## src/bpdc_pkg.sv

```systemverilog
// Shared types and constants for the button press duration classifier.
// Used by every module of the block; depends on nothing.
`default_nettype none

package bpdc_pkg;

   // Request kinds carried on req_tuser
   localparam logic [1:0] CMD_TICK = 2'd0;
   localparam logic [1:0] CMD_EDGE = 2'd1;
   localparam logic [1:0] CMD_POLL = 2'd2;

   // Classification codes returned on a poll
   localparam logic [1:0] EV_NONE  = 2'd0;
   localparam logic [1:0] EV_SHORT = 2'd1;
   localparam logic [1:0] EV_LONG  = 2'd2;
   localparam logic [1:0] EV_STOP  = 2'd3;

   // Register map of the configuration port
   localparam logic [1:0] REG_DEBOUNCE    = 2'd0;
   localparam logic [1:0] REG_SHORT_LIMIT = 2'd1;
   localparam logic [1:0] REG_LONG_LIMIT  = 2'd2;

   localparam int DEBOUNCE_W = 16;
   localparam int LIMIT_W    = 32;
   localparam int PEND_OUT_W = 8;

   localparam logic [DEBOUNCE_W-1:0] DEBOUNCE_RESET = 16'd2;
   localparam logic [LIMIT_W-1:0]    SHORT_RESET    = 32'd100;
   localparam logic [LIMIT_W-1:0]    LONG_RESET     = 32'd300;

   // Level on an edge request: low means pressed
   localparam logic PIN_PRESSED = 1'b0;

   // Registered request handed from the input stage to the tracker
   typedef struct packed {
      logic       valid;
      logic [1:0] cmd;
      logic       pin_level;
   } item_type;

   // One configuration write
   typedef struct packed {
      logic               valid;
      logic [1:0]         index;
      logic [LIMIT_W-1:0] data;
   } csr_write_type;

   // Result of one poll
   typedef struct packed {
      logic [1:0]            event_res;
      logic [PEND_OUT_W-1:0] pending_left;
   } result_type;

endpackage

`default_nettype wire

```

## src/bpdc_in_stage.sv

```systemverilog
// Input register of the classifier: holds one request until the tracker takes it.
// Depends on bpdc_pkg.
`default_nettype none

module bpdc_in_stage import bpdc_pkg::*; (
   input  wire logic       clock,
   input  wire logic       reset,
   input  wire logic       req_tvalid,
   output logic            req_tready,
   input  wire logic [7:0] req_tdata,   // [0] pin_level, [7:1] zero
   input  wire logic [1:0] req_tuser,   // [1:0] cmd
   input  wire logic       out_space,
   output item_type        item
);

   logic       valid_ff, valid_in;
   logic [1:0] cmd_ff;
   logic       pin_ff;
   logic       go;

   // A poll needs room in the result register; ticks and edges always go
   assign go         = valid_ff && ((cmd_ff != CMD_POLL) || out_space);
   assign req_tready = !valid_ff || go;
   assign valid_in   = req_tvalid || (valid_ff && !go);

   always_ff @(posedge clock) begin
      if (reset) begin
         valid_ff <= 1'b0;
      end else begin
         valid_ff <= valid_in;
      end
   end

   // Load a new request whenever the register frees up
   always_ff @(posedge clock) begin
      if (req_tvalid && req_tready) begin
         cmd_ff <= req_tuser;
         pin_ff <= req_tdata[0];
      end
   end

   assign item.valid     = go;
   assign item.cmd       = cmd_ff;
   assign item.pin_level = pin_ff;

endmodule

`default_nettype wire

```

## src/bpdc_tracker.sv

```systemverilog
// Time base, debounce, press tracking and classification of the classifier.
// Holds the configuration registers. Depends on bpdc_pkg.
`default_nettype none

module bpdc_tracker import bpdc_pkg::*; #(
   parameter int TIME_WIDTH  = 32,
   parameter int COUNT_WIDTH = 8
) (
   input  wire logic          clock,
   input  wire logic          reset,
   input  wire csr_write_type csr,
   input  wire item_type      item,
   output logic               res_valid,
   output result_type         res
);

   localparam int CMP_W = (TIME_WIDTH > LIMIT_W) ? TIME_WIDTH : LIMIT_W;
   localparam logic [COUNT_WIDTH-1:0] PEND_MAX = {COUNT_WIDTH{1'b1}};

   logic [DEBOUNCE_W-1:0]  debounce_ff;
   logic [LIMIT_W-1:0]     short_ff, long_ff;
   logic [TIME_WIDTH-1:0]  time_ff, time_in;
   logic [TIME_WIDTH-1:0]  last_edge_ff, last_edge_in;
   logic [TIME_WIDTH-1:0]  start_ff, start_in;
   logic                   pressed_ff, pressed_in;
   logic [TIME_WIDTH-1:0]  dur_ff, dur_in;
   logic [COUNT_WIDTH-1:0] pend_ff, pend_in;
   logic [TIME_WIDTH-1:0]  gap;
   logic                   edge_ok;
   logic [CMP_W-1:0]       dur_ext;
   logic [1:0]             ev;
   logic [1:0]             ev_res;
   logic [PEND_OUT_W-1:0]  pend_sat;

   // Configuration registers
   always_ff @(posedge clock) begin
      if (reset) begin
         debounce_ff <= DEBOUNCE_RESET;
         short_ff    <= SHORT_RESET;
         long_ff     <= LONG_RESET;
      end else if (csr.valid) begin
         unique case (csr.index)
            REG_DEBOUNCE:    debounce_ff <= csr.data[DEBOUNCE_W-1:0];
            REG_SHORT_LIMIT: short_ff    <= csr.data;
            REG_LONG_LIMIT:  long_ff     <= csr.data;
            default: ;
         endcase
      end
   end

   // Debounce against the last accepted edge, modulo the counter width
   assign gap     = time_ff - last_edge_ff;
   assign edge_ok = gap >= TIME_WIDTH'(debounce_ff);

   // Classify the latest stored duration
   assign dur_ext = CMP_W'(dur_ff);
   always_comb begin
      if (dur_ext < CMP_W'(short_ff)) begin
         ev = EV_SHORT;
      end else if (dur_ext < CMP_W'(long_ff)) begin
         ev = EV_LONG;
      end else begin
         ev = EV_STOP;
      end
   end

   // Next state for the request in hand
   always_comb begin
      time_in      = time_ff;
      last_edge_in = last_edge_ff;
      start_in     = start_ff;
      pressed_in   = pressed_ff;
      dur_in       = dur_ff;
      pend_in      = pend_ff;
      res_valid    = 1'b0;
      ev_res       = EV_NONE;
      if (item.valid) begin
         case (item.cmd)
            CMD_TICK: time_in = time_ff + 1'b1;
            CMD_EDGE: begin
               if (edge_ok) begin
                  last_edge_in = time_ff;
                  if (item.pin_level == PIN_PRESSED) begin
                     start_in   = time_ff;
                     pressed_in = 1'b1;
                  end else if (pressed_ff) begin
                     dur_in     = time_ff - start_ff;
                     pressed_in = 1'b0;
                     if (pend_ff != PEND_MAX) begin
                        pend_in = pend_ff + 1'b1;
                     end
                  end
               end
            end
            CMD_POLL: begin
               res_valid = 1'b1;
               if (pend_ff != '0) begin
                  pend_in = pend_ff - 1'b1;
                  ev_res  = ev;
               end
            end
            default: ;
         endcase
      end
   end

   // Report the count left, saturated to the output field
   generate
      if (COUNT_WIDTH > PEND_OUT_W) begin : g_sat
         assign pend_sat = (pend_in > COUNT_WIDTH'({PEND_OUT_W{1'b1}}))
                           ? {PEND_OUT_W{1'b1}} : pend_in[PEND_OUT_W-1:0];
      end else begin : g_ext
         assign pend_sat = PEND_OUT_W'(pend_in);
      end
   endgenerate

   assign res = {ev_res, pend_sat};

   always_ff @(posedge clock) begin
      if (reset) begin
         time_ff      <= '0;
         last_edge_ff <= '0;
         start_ff     <= '0;
         pressed_ff   <= 1'b0;
         dur_ff       <= '0;
         pend_ff      <= '0;
      end else begin
         time_ff      <= time_in;
         last_edge_ff <= last_edge_in;
         start_ff     <= start_in;
         pressed_ff   <= pressed_in;
         dur_ff       <= dur_in;
         pend_ff      <= pend_in;
      end
   end

endmodule

`default_nettype wire

```

## src/bpdc_out_stage.sv

```systemverilog
// Result register of the classifier: holds one poll result until it is taken.
// Depends on bpdc_pkg.
`default_nettype none

module bpdc_out_stage import bpdc_pkg::*; (
   input  wire logic        clock,
   input  wire logic        reset,
   input  wire logic        res_valid,
   input  wire result_type  res,
   output logic             out_space,
   output logic             rsp_tvalid,
   input  wire logic        rsp_tready,
   output logic [15:0]      rsp_tdata   // [1:0] event_res, [9:2] pending_left, [15:10] zero
);

   logic       valid_ff, valid_in;
   result_type data_ff;

   // Free when empty or being emptied this cycle
   assign out_space = !valid_ff || rsp_tready;
   assign valid_in  = res_valid || (valid_ff && !rsp_tready);

   always_ff @(posedge clock) begin
      if (reset) begin
         valid_ff <= 1'b0;
      end else begin
         valid_ff <= valid_in;
      end
   end

   // Capture a new result; the input stage only sends one when there is room
   always_ff @(posedge clock) begin
      if (res_valid) begin
         data_ff <= res;
      end
   end

   assign rsp_tvalid = valid_ff;
   assign rsp_tdata  = {6'd0, data_ff.pending_left, data_ff.event_res};

endmodule

`default_nettype wire

```

## src/button_press_duration_classifier.sv

```systemverilog
// Top level of the button press duration classifier.
// Depends on bpdc_pkg, bpdc_in_stage, bpdc_tracker and bpdc_out_stage.
//
// Usage:
//   req_*  : one request per handshake; req_tuser is the kind (tick, pin edge,
//            poll) and req_tdata[0] the pin level on an edge (0 pressed).
//   rsp_*  : one result per poll, nothing for ticks and edges; rsp_tdata
//            carries the classification and the presses still waiting.
//   csr_*  : register writes (0 debounce, 1 short limit, 2 long limit);
//            always ready, meant for idle periods.
// Timing: a request is registered at its handshake and processed from that
//   register once it may go; a poll result is then registered in the result
//   register, which drives rsp_tvalid.
//   One request per cycle is sustained while no poll waits on a full result
//   register; the tracker handles each request as it arrives, with no busy state.
// Reset: clears time, press state, pending count and both pipeline registers,
//   and loads the register defaults 2, 100 and 300 ticks.
// Stall: while a result waits, ticks and edges still go through; a poll waits
//   in the input register, and req_tready drops once that register is held.
`default_nettype none

module button_press_duration_classifier import bpdc_pkg::*; #(
   parameter int TIME_WIDTH  = 32,
   parameter int COUNT_WIDTH = 8
) (
   input  wire logic        clock,
   input  wire logic        reset,
   input  wire logic        req_tvalid,
   output logic             req_tready,
   input  wire logic [7:0]  req_tdata,   // [0] pin_level, [7:1] zero
   input  wire logic [1:0]  req_tuser,   // [1:0] cmd
   output logic             rsp_tvalid,
   input  wire logic        rsp_tready,
   output logic [15:0]      rsp_tdata,   // [1:0] event_res, [9:2] pending_left, [15:10] zero
   input  wire logic        csr_valid,
   output logic             csr_ready,
   input  wire logic [1:0]  csr_index,
   input  wire logic [31:0] csr_data
);

   item_type      item;
   csr_write_type csr;
   result_type    res;
   logic          res_valid;
   logic          out_space;

   assign csr_ready = 1'b1;
   assign csr = {csr_valid, csr_index, csr_data};

   bpdc_in_stage u_in (
      .clock      (clock),
      .reset      (reset),
      .req_tvalid (req_tvalid),
      .req_tready (req_tready),
      .req_tdata  (req_tdata),
      .req_tuser  (req_tuser),
      .out_space  (out_space),
      .item       (item)
   );

   bpdc_tracker #(
      .TIME_WIDTH  (TIME_WIDTH),
      .COUNT_WIDTH (COUNT_WIDTH)
   ) u_tracker (
      .clock     (clock),
      .reset     (reset),
      .csr       (csr),
      .item      (item),
      .res_valid (res_valid),
      .res       (res)
   );

   bpdc_out_stage u_out (
      .clock      (clock),
      .reset      (reset),
      .res_valid  (res_valid),
      .res        (res),
      .out_space  (out_space),
      .rsp_tvalid (rsp_tvalid),
      .rsp_tready (rsp_tready),
      .rsp_tdata  (rsp_tdata)
   );

endmodule

`default_nettype wire

```

## config.mk

```make
export PLATFORM = sky130hd
export DESIGN_NAME = button_press_duration_classifier
export DESIGN_NICKNAME = d
export VERILOG_FILES = /design/src/bpdc_pkg.sv /design/src/bpdc_in_stage.sv /design/src/bpdc_tracker.sv /design/src/bpdc_out_stage.sv /design/src/button_press_duration_classifier.sv
export SDC_FILE = /design/constraint.sdc
export NUM_CORES = 1
export LEC_CHECK = 0
export BUFFER_PORTS_ARGS = -buffer_cell sky130_fd_sc_hd__buf_2
export CAP_MARGIN = 15
export CORE_UTILIZATION = 38
export CTS_CLUSTER_DIAMETER = 200
export DETAILED_ROUTE_END_ITERATION = 10
export GPL_TIMING_DRIVEN = 0
export PLACE_DENSITY_LB_ADDON = 0.1
export SLEW_MARGIN = 0
export SYNTH_ARGS = -nofsm -noshare
export SYNTH_HDL_FRONTEND = slang
export SYNTH_SLANG_ARGS = --single-unit
```

## constraint.sdc

```tcl
create_clock -name clock -period 6.3 [get_ports clock]
set_input_delay 0.63 -clock clock [delete_from_list [all_inputs] [get_ports clock]]
set_output_delay 0.63 -clock clock [all_outputs]
set_load 0.01 [all_outputs]
```

==> metrics <==
status=complete, no violations; Final nets=2,228; setup_tns=0 ns; Reg2Reg Setup Slack=0.43 ns; fillers=3,933; Worst-Margin Slew=0.907 ns; DR WL/cell=18.0 um; Synth Cell Area=14,900 um2; CTS root buffer=clkbuf_16; worst r2r path cells=24; f_max=170 MHz; Slew Limit Fails=0; Post-synth EDFFs=13; via count=13,900; core area=38,600 um2; Hold Path Stages=1; dpl ws=0.203 ns; ys async rst share=0%; Mean Syn Cell Area=7.69 um2; FF-to-FF End=u_tracker.dur_ext[21]; setup violators final=0; Seq/Total Area, Yosys=32.0%; initial antenna violation count=0; largest fanout on the critical path=10; Routability Congestion=0.945; drc violations=0; clk slew on worst S/H paths=0.06 ns; post-DP HPWL=36,800 um; gr ovfl total=0; total track usage=23.2%; HP Class=in -> reg; Synth warnings=0; share of the synthesized area in the top cell type=29.4%; crit path kind=reg -> reg; DRT Pass-1 Iters=6; Sink Count=232; WP data required=6.72 ns; initial core utilization=38.6%; boundary pin count=68; Pwr Density=210 nW/um2; Slew headroom=39.5%; Max Cap Viol=0; first-pass GRT wire length=72,300 um; total CTS buffers=29; Critical Path End Type=flip-flop; critical path launch point type=flip-flop; CTS tree=done; Leakage=6.82 nW; Chip Height=200 um; routed vias/inst=5.42; Crit Reg-Reg Startpoint=u_tracker.time_ff[0]; Final ANT Viol Nets=0; Clock Path Buffers=3; final hold vios=0; die area=40,000 um2; drt initial violations=1,015; final WL=46,300 um; min cycle time layout=5.87 ns; Rows=72; Hold Crit Endpoint=u_in.cmd_ff[1]; layout cell share with drive strength beyond 1=7.26%; top cells by area, synth=dfxtp_1, ha_1, a21oi_1; Worst-Skew Late Latency=0.57 ns; Final WS setup=0.428 ns; port bufs=53; most frequent cell after synthesis=nand2_1; Synth-to-Final Area Change=13.4%; Util after Layout=43.8%; synthesized instance count=1,939; fin crit share=93.2%; Final Power=3.54 mW; VDD IR max=197 uV; vias in the first global route=13,000; CTS H-tree depth=1; WP data arrival=6.29 ns; RSZ-0062 raised after global routing=false; dominant synthesized flop cell=dfxtp_1; Die W=200 um; largest area contributor in the netlist=dfxtp_1; Cell variety after synth=77; Synth top cells by count=nand2_1, a21oi_1, dfxtp_1; # diodes=0; number of synthesized register bits=232; clk_skew=0.00826 ns; largest net degree at the start of global routing=15; hold path startpoint=req_tuser[1]
-- metrics by stage --
stage	cells	hold slack (ns)	instance area, um2
2_1_floorplan	1944	0.436	14900
3_3_place_gp	2515	0.443	15800
3_5_place_dp	2515	0.448	15800
4_1_cts	2569	0.224	16900
5_1_grt	2571	0.232	16900
6_report	2571	0.240	16900
-- logic make-up (layout without fill, tap and decap cells) --
kind of cell,Yosys count,count (layout),synth area share (%)
and+or+nand+nor,594,594,18.3
other,2,7,0.0504
adders and majority gates,149,149,12.6
xor gates and xnor gates,75,75,4.41
AOI/OAI and AO/OA,594,594,24.7
DFF,232,232,32.0
buffers and inverters,288,397,7.56
muxes,5,5,0.344
-- worst max-delay path by stage --
stage	startpoint	to	slack, ns
4_1_cts	u_tracker.time_ff[0]	u_out.rsp_tdata[8]	0.14
3_3_place_gp	u_tracker.time_ff[0]	u_out.rsp_tdata[8]	0.22
2_1_floorplan	u_tracker.time_ff[0]	u_out.rsp_tdata[8]	1.57
5_1_grt	u_tracker.time_ff[0]	u_tracker.dur_ext[21]	0.0002
6_report	u_tracker.time_ff[0]	u_tracker.dur_ext[21]	0.43
3_5_place_dp	u_tracker.time_ff[0]	u_out.rsp_tdata[8]	0.20
-- cell usage in the layout, fill, tap and decap left out, types with 50 or more instances in the layout --
master and count:
a21o_1 50, a21oi_1 231, buf_2 65, clkbuf_1 89
dfxtp_1 219, ha_1 147, inv_1 172, nand2_1 252
nand3_1 98, nor2_1 104, o21ai_0 145
-- flip-flops by register name (all words and copies together), names as in the netlist, 2 cells and up --
name,flops
u_tracker.long_ff,32
u_tracker.last_edge_ff,32
u_tracker.dur_ext,32
u_tracker.start_ff,32
u_out.rsp_tdata,10
u_in.cmd_ff,2
u_tracker.time_ff,32
u_tracker.debounce_ff,16
u_tracker.pend_ff,8
u_tracker.short_ff,32
-- power by group --
| part | total (mW) | internal [mW] | switching [mW] | leakage [nW] |
|---|---|---|---|---|
| sequential | 1.51 | 1.50 | 0.0119 | 1.90 |
| clock | 1.78 | 1.10 | 0.682 | 0.514 |
| combinational | 0.247 | 0.0703 | 0.176 | 4.41 |
| total | 3.54 | 2.67 | 0.871 | 6.82 |
-- worst max-delay path, stage by stage, from the launching register on --
cell      delay, ns
dfxtp_1        0.40
inv_1          0.11
ha_1           0.23
fa_1           0.40
nand2b_1       0.20
a211oi_2       0.36
o41ai_4        0.17
a21oi_1        0.18
o21ai_0        0.10
nand2b_1       0.08
a21oi_1        0.07
xnor2_1        0.13
ha_1           0.29
o21a_1         0.11
o21ai_0        0.24
nor4_1         0.16
nor4_1         0.30
nand3b_1       0.13
nor4_1         0.31
nand4_1        0.26
o41a_1         0.68
buf_2          0.31
buf_1          0.27
nand3_1        0.14
a21oi_1        0.07
-- area by class of cell --
cell class / count / area, um2 / share of cell area (%)
tap: 518 / 648 / 3.83
timing repair buffer: 55 / 293 / 1.73
inverter: 173 / 649 / 3.84
multi-input combinational: 1424 / 9040 / 53.5
sequential: 232 / 4770 / 28.2
buffer: 115 / 478 / 2.83
clock inverter: 14 / 178 / 1.05
clock buffer: 40 / 848 / 5.02
-- per-layer routing --
metal | global-route usage, % | up-vias | wire length [um]
met5 | 0 | - | 0
met4 | 6.47 | 0 | 1060
met2 | 39.3 | 306 | 21400
li1 | - | 7008 | -
met1 | 31.0 | 6544 | 21800
met3 | 2.84 | 67 | 2050
-- what timing repair did --
action / 4_1_cts / 5_1_grt
endpoints found under the setup margin: 0 / 49
hold buffers: 0 / 0
gates resized for setup: 0 / 2
setup buffers: 0 / 2
(Power assumes the default switching activity.)
